File: src/sv/tws_pkg.sv
// shared types and constants of the timing wheel chain scheduler
// used by tws_wheel_mem and timing_wheel_chain_scheduler
package tws_pkg;

  // result kinds carried on the output tuser
  typedef enum logic [1:0] {
    KIND_EXEC     = 2'd0,
    KIND_PLACED   = 2'd1,
    KIND_REJECTED = 2'd2
  } kind_e;

  localparam int unsigned IN_DATA_W  = 24;
  localparam int unsigned OUT_DATA_W = 24;

  // wheel memory command group
  typedef struct packed {
    logic wr;
    logic clr;
  } mem_cmd_t;

endpackage

File: src/sv/timing_wheel_chain_scheduler.sv
// Timing wheel of SLOTS slots with WAYS task entries each, held in one row memory
// with a registered read. A tick reads the current slot's row and emits one result per
// task. An add is buffered; the final add of a chain starts a placement run with a
// setup state. The search checks one wheel row at a time: for each offset it reads the
// row of each action and, for a timed action, wraps the end slot by repeated subtraction
// and reads the end row as well. Once an offset fits, the chain is written, start entry
// and then end entry of each timed action, and a result is emitted. The single memory
// read port is why rows are checked one at a time. Depends on tws_pkg.
module timing_wheel_chain_scheduler #(
  parameter int unsigned SLOTS     = 32,
  parameter int unsigned WAYS      = 4,
  parameter int unsigned CHAIN_LEN = 8
) (
  input  logic        clk_i,
  input  logic        rst_ni,
  input  logic        s_axis_tvalid_i,
  output logic        s_axis_tready_o,
  input  logic [23:0] s_axis_tdata_i,  // task_id[7:0], duration[12:8], end_task_id[20:13]
  input  logic        s_axis_tuser_i,  // operation
  input  logic        s_axis_tlast_i,  // last_action
  output logic        m_axis_tvalid_o,
  input  logic        m_axis_tready_i,
  output logic [23:0] m_axis_tdata_o,  // task_id_res[7:0], slot[12:8], offset[18:13],
                                       // dropped_actions[22:19]
  output logic [1:0]  m_axis_tuser_o,  // kind
  output logic        m_axis_tlast_o   // last
);

  localparam int unsigned SW    = $clog2(SLOTS);
  localparam int unsigned OW    = SW + 1;
  localparam int unsigned EW    = SW + 6;
  localparam int unsigned ROW_W = WAYS * 8;
  localparam int unsigned WW    = (WAYS > 1) ? $clog2(WAYS) : 1;
  localparam int unsigned CW    = $clog2(CHAIN_LEN + 1);
  localparam int unsigned IW    = (CHAIN_LEN > 1) ? $clog2(CHAIN_LEN) : 1;
  localparam logic [5:0]  OFF_REJ = 6'(SLOTS);

  localparam logic [3:0] S_IDLE    = 4'd0;
  localparam logic [3:0] S_TK_WAIT = 4'd1;
  localparam logic [3:0] S_TK_EMIT = 4'd2;
  localparam logic [3:0] S_START   = 4'd3;
  localparam logic [3:0] S_SR_RD   = 4'd4;
  localparam logic [3:0] S_SR_CHK  = 4'd5;
  localparam logic [3:0] S_SR_MOD  = 4'd6;
  localparam logic [3:0] S_PL_RD   = 4'd7;
  localparam logic [3:0] S_PL_CHK  = 4'd8;
  localparam logic [3:0] S_PL_MOD  = 4'd9;
  localparam logic [3:0] S_PL_ERD  = 4'd10;
  localparam logic [3:0] S_PL_ECHK = 4'd11;
  localparam logic [3:0] S_RES     = 4'd12;

  function automatic logic [ROW_W-1:0] set_byte(input logic [ROW_W-1:0] row,
                                                input logic [WW-1:0] idx,
                                                input logic [7:0] val);
    logic [ROW_W-1:0] r;
    r = row;
    for (int w = 0; w < WAYS; w++) begin
      if (WW'(w) == idx) r[w*8 +: 8] = val;
    end
    return r;
  endfunction

  logic [3:0]       state_q, state_d;
  logic [SW-1:0]    ptr_q, ptr_d;
  logic [CW-1:0]    cnt_q, cnt_d;
  logic [CW-1:0]    i_q, i_d;
  logic [OW-1:0]    off_q, off_d;
  logic [SW-1:0]    base_q, base_d;
  logic [SW-1:0]    cur_q, cur_d;
  logic [EW-1:0]    sum_q, sum_d;
  logic             endph_q, endph_d;
  logic             rej_q, rej_d;
  logic [3:0]       drop_q, drop_d;
  logic [SW-1:0]    s_q, s_d;
  logic [WW-1:0]    w_q, w_d;
  logic [ROW_W-1:0] rows_q, rows_d;
  logic [ROW_W-1:0] tkrow_q, tkrow_d;

  logic             out_valid_q, out_valid_d;
  tws_pkg::kind_e   out_kind_q, out_kind_d;
  logic [7:0]       out_tid_q, out_tid_d;
  logic [4:0]       out_slot_q, out_slot_d;
  logic [5:0]       out_off_q, out_off_d;
  logic [3:0]       out_drop_q, out_drop_d;
  logic             out_last_q, out_last_d;

  logic [7:0] buf_task_q [CHAIN_LEN];
  logic [4:0] buf_dur_q  [CHAIN_LEN];
  logic [7:0] buf_end_q  [CHAIN_LEN];

  tws_pkg::mem_cmd_t mcmd;
  logic [SW-1:0]    wr_addr, rd_addr;
  logic [ROW_W-1:0] wr_data, rd_data;

  logic          in_acc, out_free, buf_we, i_done;
  logic [7:0]    act_task, act_end;
  logic [4:0]    act_dur;
  logic          fw_found;
  logic [WW-1:0] fw_idx;
  logic [WAYS-1:0] tk_mask;
  logic          tk_any, tk_one;
  logic [WW-1:0] tk_idx;
  logic [SW-1:0] ptr_inc, base_inc;
  logic [15:0]   base_ext, off_ext, ptr_ext;

  tws_wheel_mem #(
    .SLOTS (SLOTS),
    .ROW_W (ROW_W),
    .AW    (SW)
  ) u_mem (
    .clk_i      (clk_i),
    .rst_ni     (rst_ni),
    .cmd_i      (mcmd),
    .wr_addr_i  (wr_addr),
    .wr_data_i  (wr_data),
    .clr_addr_i (ptr_q),
    .rd_addr_i  (rd_addr),
    .rd_data_o  (rd_data)
  );

  assign s_axis_tready_o = (state_q == S_IDLE);
  assign in_acc   = s_axis_tvalid_i && s_axis_tready_o;
  assign out_free = !out_valid_q || m_axis_tready_i;
  assign buf_we   = in_acc && s_axis_tuser_i && (cnt_q < CW'(CHAIN_LEN));
  assign rd_addr  = (state_q == S_IDLE) ? ptr_q : cur_q;

  assign act_task = buf_task_q[i_q[IW-1:0]];
  assign act_dur  = buf_dur_q[i_q[IW-1:0]];
  assign act_end  = buf_end_q[i_q[IW-1:0]];
  assign i_done   = (i_q == cnt_q) || (act_task == 8'd0);

  assign ptr_inc  = (ptr_q == SW'(SLOTS - 1)) ? '0 : ptr_q + 1'b1;
  assign base_inc = (base_q == SW'(SLOTS - 1)) ? '0 : base_q + 1'b1;
  assign base_ext = 16'(base_q);
  assign off_ext  = 16'(off_q);
  assign ptr_ext  = 16'(ptr_q);

  // first free way of the row just read
  always_comb begin
    fw_found = 1'b0;
    fw_idx   = '0;
    for (int w = WAYS - 1; w >= 0; w--) begin
      if (rd_data[w*8 +: 8] == 8'd0) begin
        fw_found = 1'b1;
        fw_idx   = WW'(w);
      end
    end
  end

  // lowest occupied way of the slot being executed
  always_comb begin
    tk_idx = '0;
    for (int w = WAYS - 1; w >= 0; w--) begin
      tk_mask[w] = (tkrow_q[w*8 +: 8] != 8'd0);
      if (tkrow_q[w*8 +: 8] != 8'd0) tk_idx = WW'(w);
    end
    tk_any = |tk_mask;
    tk_one = ((tk_mask & (tk_mask - 1'b1)) == '0);
  end

  always_comb begin
    state_d = state_q;
    ptr_d   = ptr_q;
    cnt_d   = cnt_q;
    i_d     = i_q;
    off_d   = off_q;
    base_d  = base_q;
    cur_d   = cur_q;
    sum_d   = sum_q;
    endph_d = endph_q;
    rej_d   = rej_q;
    drop_d  = drop_q;
    s_d     = s_q;
    w_d     = w_q;
    rows_d  = rows_q;
    tkrow_d = tkrow_q;
    mcmd    = '0;
    wr_addr = cur_q;
    wr_data = rows_q;

    out_valid_d = out_valid_q && !m_axis_tready_i;
    out_kind_d  = out_kind_q;
    out_tid_d   = out_tid_q;
    out_slot_d  = out_slot_q;
    out_off_d   = out_off_q;
    out_drop_d  = out_drop_q;
    out_last_d  = out_last_q;

    unique case (state_q)
      S_IDLE: begin
        if (in_acc) begin
          if (!s_axis_tuser_i) begin
            state_d = S_TK_WAIT;
          end else begin
            if (buf_we) cnt_d = cnt_q + 1'b1;
            if (s_axis_tlast_i) begin
              i_d     = '0;
              state_d = S_START;
            end
          end
        end
      end
      S_TK_WAIT: begin
        tkrow_d = rd_data;
        state_d = S_TK_EMIT;
      end
      S_TK_EMIT: begin
        if (!tk_any) begin
          mcmd.clr = 1'b1;
          ptr_d    = ptr_inc;
          state_d  = S_IDLE;
        end else if (out_free) begin
          out_valid_d = 1'b1;
          out_kind_d  = tws_pkg::KIND_EXEC;
          out_tid_d   = tkrow_q[tk_idx*8 +: 8];
          out_slot_d  = ptr_ext[4:0];
          out_off_d   = '0;
          out_drop_d  = '0;
          out_last_d  = tk_one;
          tkrow_d     = set_byte(tkrow_q, tk_idx, 8'd0);
        end
      end
      S_START: begin
        base_d  = ptr_q;
        cur_d   = ptr_q;
        off_d   = '0;
        endph_d = 1'b0;
        drop_d  = '0;
        if (i_done) begin
          rej_d   = 1'b1;
          state_d = S_RES;
        end else begin
          state_d = S_SR_RD;
        end
      end
      S_SR_RD: begin
        if (!endph_q && i_done) begin
          i_d     = '0;
          cur_d   = base_q;
          state_d = S_PL_RD;
        end else begin
          state_d = S_SR_CHK;
        end
      end
      S_SR_CHK: begin
        if (!fw_found) begin
          if (off_q == OW'(SLOTS - 1)) begin
            rej_d   = 1'b1;
            state_d = S_RES;
          end else begin
            off_d   = off_q + 1'b1;
            base_d  = base_inc;
            cur_d   = base_inc;
            i_d     = '0;
            endph_d = 1'b0;
            state_d = S_SR_RD;
          end
        end else if (!endph_q && act_dur != 5'd0) begin
          sum_d   = EW'(cur_q) + EW'(act_dur);
          endph_d = 1'b1;
          state_d = S_SR_MOD;
        end else begin
          endph_d = 1'b0;
          i_d     = i_q + 1'b1;
          state_d = S_SR_RD;
        end
      end
      S_SR_MOD: begin
        // wrap the end slot one subtraction a cycle
        if (sum_q >= EW'(SLOTS)) begin
          sum_d = sum_q - EW'(SLOTS);
        end else begin
          cur_d   = sum_q[SW-1:0];
          state_d = S_SR_RD;
        end
      end
      S_PL_RD: begin
        if (i_done) begin
          rej_d   = 1'b0;
          state_d = S_RES;
        end else begin
          state_d = S_PL_CHK;
        end
      end
      S_PL_CHK: begin
        if (!fw_found) begin
          i_d     = i_q + 1'b1;
          state_d = S_PL_RD;
        end else begin
          mcmd.wr = 1'b1;
          wr_data = set_byte(rd_data, fw_idx, act_task);
          rows_d  = set_byte(rd_data, fw_idx, act_task);
          s_d     = cur_q;
          w_d     = fw_idx;
          if (act_dur == 5'd0) begin
            i_d     = i_q + 1'b1;
            state_d = S_PL_RD;
          end else begin
            sum_d   = EW'(cur_q) + EW'(act_dur);
            state_d = S_PL_MOD;
          end
        end
      end
      S_PL_MOD: begin
        if (sum_q >= EW'(SLOTS)) begin
          sum_d = sum_q - EW'(SLOTS);
        end else begin
          cur_d   = sum_q[SW-1:0];
          state_d = S_PL_ERD;
        end
      end
      S_PL_ERD: begin
        state_d = S_PL_ECHK;
      end
      S_PL_ECHK: begin
        if (fw_found) begin
          mcmd.wr = 1'b1;
          if (act_end != 8'd0) begin
            wr_data = set_byte(rd_data, fw_idx, act_end);
          end else begin
            // end task missing: take the start entry back out
            wr_addr = s_q;
            wr_data = set_byte(rows_q, w_q, 8'd0);
            if (drop_q != 4'hF) drop_d = drop_q + 1'b1;
          end
        end
        i_d     = i_q + 1'b1;
        state_d = S_PL_RD;
      end
      S_RES: begin
        if (out_free) begin
          out_valid_d = 1'b1;
          out_kind_d  = rej_q ? tws_pkg::KIND_REJECTED : tws_pkg::KIND_PLACED;
          out_tid_d   = '0;
          out_slot_d  = rej_q ? 5'd0 : base_ext[4:0];
          out_off_d   = rej_q ? OFF_REJ : off_ext[5:0];
          out_drop_d  = rej_q ? 4'd0 : drop_q;
          out_last_d  = 1'b1;
          cnt_d       = '0;
          state_d     = S_IDLE;
        end
      end
      default: begin
        state_d = S_IDLE;
      end
    endcase
  end

  always_ff @(posedge clk_i or negedge rst_ni) begin
    if (!rst_ni) begin
      state_q     <= S_IDLE;
      ptr_q       <= '0;
      cnt_q       <= '0;
      out_valid_q <= 1'b0;
    end else begin
      state_q     <= state_d;
      ptr_q       <= ptr_d;
      cnt_q       <= cnt_d;
      out_valid_q <= out_valid_d;
    end
  end

  always_ff @(posedge clk_i) begin
    i_q        <= i_d;
    off_q      <= off_d;
    base_q     <= base_d;
    cur_q      <= cur_d;
    sum_q      <= sum_d;
    endph_q    <= endph_d;
    rej_q      <= rej_d;
    drop_q     <= drop_d;
    s_q        <= s_d;
    w_q        <= w_d;
    rows_q     <= rows_d;
    tkrow_q    <= tkrow_d;
    out_kind_q <= out_kind_d;
    out_tid_q  <= out_tid_d;
    out_slot_q <= out_slot_d;
    out_off_q  <= out_off_d;
    out_drop_q <= out_drop_d;
    out_last_q <= out_last_d;
    if (buf_we) begin
      buf_task_q[cnt_q[IW-1:0]] <= s_axis_tdata_i[7:0];
      buf_dur_q[cnt_q[IW-1:0]]  <= s_axis_tdata_i[12:8];
      buf_end_q[cnt_q[IW-1:0]]  <= s_axis_tdata_i[20:13];
    end
  end

  assign m_axis_tvalid_o = out_valid_q;
  assign m_axis_tdata_o  = {1'b0, out_drop_q, out_off_q, out_slot_q, out_tid_q};
  assign m_axis_tuser_o  = out_kind_q;
  assign m_axis_tlast_o  = out_last_q;

`ifndef NO_ASSERTIONS
  a_ptr_range: assert property (@(posedge clk_i) disable iff (!rst_ni)
    32'(ptr_q) < SLOTS)
    else $error("wheel pointer out of range");

  a_cnt_range: assert property (@(posedge clk_i) disable iff (!rst_ni)
    cnt_q <= CW'(CHAIN_LEN))
    else $error("chain count beyond buffer depth");

  a_tick_read: assert property (@(posedge clk_i) disable iff (!rst_ni)
    (in_acc && !s_axis_tuser_i) |=> (state_q == S_TK_WAIT))
    else $error("tick request did not start a slot read");

  a_cur_range: assert property (@(posedge clk_i) disable iff (!rst_ni)
    (state_q == S_SR_CHK || state_q == S_PL_CHK || state_q == S_PL_ECHK)
      |-> (32'(cur_q) < SLOTS))
    else $error("running slot out of range at row check");

  a_no_write_on_tick: assert property (@(posedge clk_i) disable iff (!rst_ni)
    (state_q == S_TK_EMIT) |-> !mcmd.wr)
    else $error("wheel write while a slot is executed");
`endif

endmodule

File: src/sv/tws_wheel_mem.sv
// wheel row memory: one row of WAYS task ids per slot, with a registered read
// row valid flags make every row read as empty after reset; depends on tws_pkg
module tws_wheel_mem #(
  parameter int unsigned SLOTS = 32,
  parameter int unsigned ROW_W = 32,
  parameter int unsigned AW    = 5
) (
  input  logic                  clk_i,
  input  logic                  rst_ni,
  input  tws_pkg::mem_cmd_t     cmd_i,
  input  logic [AW-1:0]         wr_addr_i,
  input  logic [ROW_W-1:0]      wr_data_i,
  input  logic [AW-1:0]         clr_addr_i,
  input  logic [AW-1:0]         rd_addr_i,
  output logic [ROW_W-1:0]      rd_data_o
);

  logic [ROW_W-1:0] mem [SLOTS];
  logic [SLOTS-1:0] vld_q;
  logic [ROW_W-1:0] rd_q;
  logic             rd_vld_q;

  always_ff @(posedge clk_i) begin
    if (cmd_i.wr) begin
      mem[wr_addr_i] <= wr_data_i;
    end
    rd_q <= mem[rd_addr_i];
  end

  always_ff @(posedge clk_i or negedge rst_ni) begin
    if (!rst_ni) begin
      vld_q    <= '0;
      rd_vld_q <= 1'b0;
    end else begin
      if (cmd_i.wr) begin
        vld_q[wr_addr_i] <= 1'b1;
      end
      if (cmd_i.clr) begin
        vld_q[clr_addr_i] <= 1'b0;
      end
      rd_vld_q <= vld_q[rd_addr_i];
    end
  end

  assign rd_data_o = rd_vld_q ? rd_q : '0;

endmodule
File: config.mk
export PLATFORM = sky130hd
export DESIGN_NAME = timing_wheel_chain_scheduler
export DESIGN_NICKNAME = d
export VERILOG_FILES = /design/src/sv/tws_pkg.sv /design/src/sv/timing_wheel_chain_scheduler.sv /design/src/sv/tws_wheel_mem.sv
export SDC_FILE = /design/constraint.sdc
export NUM_CORES = 2
export LEC_CHECK = 0
export ABC_AREA = 1
export BUFFER_PORTS_ARGS = -buffer_cell sky130_fd_sc_hd__buf_4
export CORE_MARGIN = 3
export CORE_UTILIZATION = 30
export CTS_CLUSTER_SIZE = 28
export DETAILED_ROUTE_END_ITERATION = 10
export PLACE_DENSITY_LB_ADDON = 0.25
export SETUP_SLACK_MARGIN = 0.5
export SKIP_LAST_GASP = 1
export SYNTH_ARGS = -nofsm -noshare
export SYNTH_HDL_FRONTEND = slang
export SYNTH_HIERARCHICAL = 1
export SYNTH_SLANG_ARGS = --single-unit
File: constraint.sdc
create_clock -name clk_i -period 9.1 [get_ports clk_i]
set_input_delay 1.82 -clock clk_i [delete_from_list [all_inputs] [get_ports clk_i]]
set_output_delay 1.82 -clock clk_i [all_outputs]
set_load 0.05 [all_outputs]
### Word-level counts from Yosys, hierarchy flattened

Memories as Yosys holds them, arrays and structs flattened. A register that Yosys moved wholly into a read port is not among the register bits.
Index checks and enable logic that the tools add are counted.

* input port bits: 30
* memories kept: 4
* bits in writable memories: 1192
* word-level logic and storage cells: 319
* register bits after elaboration: 181

Memory list
* u_mem.mem: depth 32, bits a word 32, read ports 1, clocked after memory_dff 1, write ports 1, line tws_wheel_mem.sv:18 `logic [ROW_W-1:0] mem [SLOTS];`
* buf_end_q: depth 8, bits a word 8, read ports 1, clocked after memory_dff 1, write ports 1, line timing_wheel_chain_scheduler.sv:89 `logic [7:0] buf_end_q [CHAIN_LEN];`
* buf_task_q: depth 8, bits a word 8, read ports 1, clocked after memory_dff 1, write ports 1, line timing_wheel_chain_scheduler.sv:87 `logic [7:0] buf_task_q [CHAIN_LEN];`
* buf_dur_q: depth 8, bits a word 5, read ports 1, clocked after memory_dff 1, write ports 1, line timing_wheel_chain_scheduler.sv:88 `logic [4:0] buf_dur_q [CHAIN_LEN];`

* reductions and logical operators: 58
* $lt $le $gt $ge: 7
* bitwise gates (word level): 5
* mux-type cells: 149
* equality and inequality tests: 59
* add/sub/neg operators: 9
* shift-type cells: 1

Operator list (number)
* $mux W32: 8
* $mux W8: 19
* $pmux W32 S2: 2
* $mux W4: 30
* $mux W5: 14
* $mux W11: 5
* $pmux W4 S13: 1
* $ne A2 B2 Y1 const B: 24
* $logic_not A8 Y1: 5
* $reduce_bool A8 Y1: 5
* $mux W6: 6
* $pmux W11 S3: 1
* $and A32 B32 Y32: 1
* $not A32 Y32: 1
* $or A32 B32 Y32: 1
* $shiftx A32 B6 Y8: 1
* $mux W2: 14
* $mux W1: 27
* $pmux W4 S2: 3
* $pmux W6 S2: 2
* $reduce_and A4 Y1: 6
* $eq A4 B4 Y1 const B: 5
* $pmux W4 S5: 1
* $pmux W5 S2: 2
* other kinds (49): 104

### Logic depth before layout (Yosys ltp)

* word-level depth: 16
* gate-level depth with buffers: 19
* mapped depth without buffers: 17

### Cells and area by module

Netlist, hierarchy kept.

Modules (own cells, without submodules)
* tws_wheel_mem: seq. area each 32215.9 um^2, area an instance 44183.6 um^2, times used 1, cells an instance 3808
* timing_wheel_chain_scheduler: seq. area each 9479.1 um^2, area an instance 17031.3 um^2, times used 1, cells an instance 2028

### Worst setup path before layout

No wires, ideal clock.

* kind: flip-flop to flip-flop
* start: reg u_mem.rd_vld_q
* end: mem u_mem.mem[31][0] (enable)
* period minus slack after synthesis: 4287 ps
* library setup time: 423 ps
* required time: 8677 ps
* buffers on the path: 3
* stages on the path, launching flop included: 17
* path slack: 4813 ps
* arrival: 3864 ps
* path through: dfrtp_1 > clkbuf_1 > nand2_1 > inv_1 > nor2_1 > nand3_1 > nor2_1 > nor2_1 > nand2_1 > buf_2 > nand4_1 > buf_2 > o21ai_1 > inv_1 > nor3_1 > inv_1 > nor2_1

* elaborated cells between the ends (all ways): 15
* classes of those cells: mux: 11; reduce/logical: 4

RTL lines
* start, declared: line tws_wheel_mem.sv:21 `logic rd_vld_q;`
* start signal, assigned: line tws_wheel_mem.sv:41 `rd_vld_q <= vld_q[rd_addr_i];`
* $mux W32: line tws_wheel_mem.sv:45 `assign rd_data_o = rd_vld_q ? rd_q : '0;`
* via rd_data[28]: line timing_wheel_chain_scheduler.sv:93 `logic [ROW_W-1:0] wr_data, rd_data;`
* $logic_not A8 Y1: line timing_wheel_chain_scheduler.sv:143 `if (rd_data[w*8 +: 8] == 8'd0) begin`
* $mux W1 (4 in a row): line timing_wheel_chain_scheduler.sv:143
* $mux W5: line timing_wheel_chain_scheduler.sv:316 `if (fw_found) begin`
* $mux W5: line timing_wheel_chain_scheduler.sv:189 `unique case (state_q)`
* via wr_addr[2]: line timing_wheel_chain_scheduler.sv:92 `logic [SW-1:0] wr_addr, rd_addr;`
* end, declared: line tws_wheel_mem.sv:18

The timed path passes the listed nets, and every way through them passes these cells.

### Worst setup path in the final report

* start: reg u_mem.rd_vld_q
* end: mem u_mem.mem[18][16] (enable)

* elaborated cells between the ends (all ways): 15
* classes of those cells: mux: 11; reduce/logical: 4

RTL lines (line)
* $mux W32: tws_wheel_mem.sv:45
* via rd_data[20]: timing_wheel_chain_scheduler.sv:93
* $logic_not A8 Y1: timing_wheel_chain_scheduler.sv:143
* $mux W1 (3 in a row): timing_wheel_chain_scheduler.sv:143
* $mux W5: timing_wheel_chain_scheduler.sv:316
* $mux W5: timing_wheel_chain_scheduler.sv:189
* via wr_addr[4]: timing_wheel_chain_scheduler.sv:92

The timed path passes the listed nets, and every way through them passes these cells.

==> summary.md <==
| Metric | Value |
|---|---|
| Status | finished clean |
| Starting density of the core | 30.2% |
| Routed wire length per instance | 20.6 um |
| Via total after detailed routing | 41,900 |
| Largest net degree at the start of global routing | 183 |
| Gp weighted congestion | 0.860 |
| Total track usage | 16.7% |
| Synth Cell Area | 61,200 um2 |
| Final setup fails | 0 |
| Drt drc | 0 |
| Post-synth ARST share | 3.34% |
| CTS tree | yes |
| R2R depth | 15 |
| Initial antenna violation count | 2 |
| Worst Hold Depth | 2 |
| Area grow syn2layout | 13.3% |
| Average cell area after synthesis | 10.5 um2 |
| Final Util | 34.3% |
| Unrepaired setup endpoints after global routing | no |
| Critical setup path kind | reg -> reg |
| First-pass GRT wire length | 266,000 um |
| CTS Buf Count | 155 |
| Cells after Synth | 5,836 |
| Vias in the first global route | 40,100 |
| Hold/Removal Path Class | reg -> reg |
| Die width | 458 um |
| Max-cap violations | 0 |
| Clk_lat worst skew | 0.80 ns |
| Top cells by area, synth | edfxtp_1 (65%), nand2_1 (12%), nand3_1 (8.4%), inv_1 (2.3%), nor2_1 (2.1%) |
| Clock Tree Buf Depth | 3 |
| Power per cell area | 340 nW/um2 |
| Syn Nets | 5,885 |
| FMAX | 166 MHz |
| Final hold vios | 0 |
| Cts hold-fix bufs | 0 |
| Crit. End Element | register |
| Setup_tns | 0 ns |
| Rows | 165 |
| Synth warn | 6 |
| DR pass1 iterations | 6 |
| Sequential share of the synthesized area | 68.1% |
| Die area | 210,000 um2 |
| Most frequent cell after synthesis | nand2_1 |
| Port-buffer cells | 54 |
| CTS root buffer | clkbuf_16 |
| CP startpoint kind | register |
| Synth area leader | edfxtp_1 |
| Critical path peak fanout | 77 |
| Max Clock Skew | 0.0485 ns |
| Distinct cells, synth | 43 |
| CTS resizes | 0 |
| CP arrival | 6.47 ns |
| Tmin final | 6.03 ns |
| Number of routed nets with antenna violations | 0 |
| Flop and latch count out of synthesis | 1,408 |
| IO Pins | 59 |
| Tcrit/Tclk final | 66.3% |
| CTS H-tree depth | 4 |
| Final worst slack | 3.07 ns |
| Post-CTS Repair Setup Buffers | 0 |
| Synth top area share | 65.0% |
| Worst-margin pin slew | 1.24 ns |
| Number of synthesized flops with an enable pin | 1,326 |
| Total Wirelength | 178,000 um |
| Layout cells sized above 1 | 8.02% |
| Ant diodes | 0 |
| Post-place setup slack | 3.07 ns |
| Leakage power | 26.7 nW |
| Height of the die | 458 um |
| Slew Viols, Final | 0 |
| Nets@finish | 5,894 |
| Clk sinks | 1,408 |
| Main synth FF type | edfxtp_1 |
| Top cells by count, synth | nand2_1 (1,995), edfxtp_1 (1,326), nand3_1 (1,028), inv_1 (376), nor2_1 (337) |
| GR Overflow Total | 0 |
| Core area | 203,000 um2 |
| Initial DRC Count | 3,652 |
| Max transition margin | 17.4% |
| Req. time, crit path | 9.54 ns |
| Worst-path clk slew | 0.06 ns |
| Vias/cell | 4.85 |
| Detailed placement HPWL | 100,000 um |
| IR drop worst, VDD | 0.283 mV |
[cell type report]
cell class                 instances  area [um2]
fill                           20200      133000
sequential                      1408       41700
multi-input combinational       3719       16400
clock buffer                     193        4130
tap                             2672        3340
inverter                         398        1520
timing repair buffer             163        1300
clock inverter                    92        1000
[sequential cells by signal, indices dropped and copies added, names as in the netlist, 4 cells and up, named ones only]
name	cells
cur_q	5
out_off_q	6
ptr_q	5
u_mem/vld_q	32
cnt_q	4
rows_q	32
u_mem/mem	1024
i_q	4
drop_q	4
state_q	4
s_q	5
out_slot_q	5
sum_q	11
buf_end_q	64
tkrow_q	32
out_drop_q	4
buf_dur_q	40
buf_task_q	64
u_mem/rd_q	32
out_tid_q	8
off_q	6
base_q	5
[per-layer routing]
metal  vias to the layer above  part of all wire (%)  wire length (um)  track usage (%)
met4                         0                   2.9              5130             5.40
met2                      1205                    47             84100             27.3
met3                       250                   5.0              8940             2.17
li1                      19800                     -                 -                -
met5                         -                     0                 0                0
met1                     20700                    45             80200             23.0
[final timing paths]
path / from / end / slack [ns]
worst max-delay path: u_mem/rd_vld_q / u_mem/mem[18][16] / 3.07
worst min-delay path: u_mem/vld_q[0] / u_mem/vld_q[0] / 0.53
worst max register to register: u_mem/rd_vld_q / u_mem/mem[18][16] / 3.07
worst min register to register: u_mem/vld_q[0] / u_mem/vld_q[0] / 0.53
max in group asynchronous: rst_ni / u_mem/vld_q[29] / 7.51
min in group asynchronous: rst_ni / m_axis_tvalid_o / 1.06
[kinds of logic (layout without fill, tap and decap cells)]
family          count (synthesis)  count (layout)  synth area share (%)
compound gates                266             266                  2.30
xor+xnor                        8               8                 0.114
fa+ha+maj                      19              19                 0.401
buf+inv                       709             846                  5.73
flops                        1408            1408                  68.1
other cells                     1               1               0.00613
simple gates                 3425            3425                  23.3
[power by group]
part	switching [mW]	internal (mW)
clock network	2.66	3.65
registers	0.222	7.95
logic	6.83	2.25
total	9.72	13.9
[metrics by stage]
step | hold slack (ns) | total power [mW] | cells | cell area (um2)
5_1_grt | 0.551 | 25.0 | 8645 | 69400
4_1_cts | 0.531 | 23.8 | 8645 | 69400
2_1_floorplan | 0.480 | 14.5 | 5836 | 61200
3_3_place_gp | 0.508 | 17.4 | 8360 | 64200
3_5_place_dp | 0.518 | 17.4 | 8360 | 64200
6_report | 0.531 | 23.6 | 8645 | 69400
[worst max-delay path: stages, from the launching register on]
cell and delay, ns:
dfrtp_1 0.36, buf_4 0.26, nand2_1 0.10, inv_1 0.06, inv_1 0.10, nand4_1 0.11
nor2_1 0.66, nor2_1 0.16, nand2_4 0.62, nand4_1 0.75, o21ai_1 0.63, inv_1 0.15
nor3_1 0.15, inv_1 0.20, nor2_4 0.82, buf_4 0.47
[cells in the final DEF, fill, tap and decap left out, types with 8 or more instances in the layout]
cell	synthesis	layout
nor3_2	0	8
nor2_1	337	303
dfxtp_1	35	33
nand4_1	13	13
nand2_1	1995	1992
clkbuf_16	0	157
dfrtp_1	47	47
clkinv_1	5	33
o21ai_1	52	52
inv_6	0	8
nor3_1	34	26
a21oi_1	92	92
inv_1	376	373
o21ai_0	84	79
edfxtp_1	1326	1326
bufinv_16	0	14
nand2_2	6	8
nand3_1	1028	1028
nor2_4	3	36
clkinv_2	0	29
clkbuf_1	41	29
a31oi_1	18	18
buf_4	21	157
inv_2	16	17
ha_1	18	18
(Power assumes the default switching activity.)
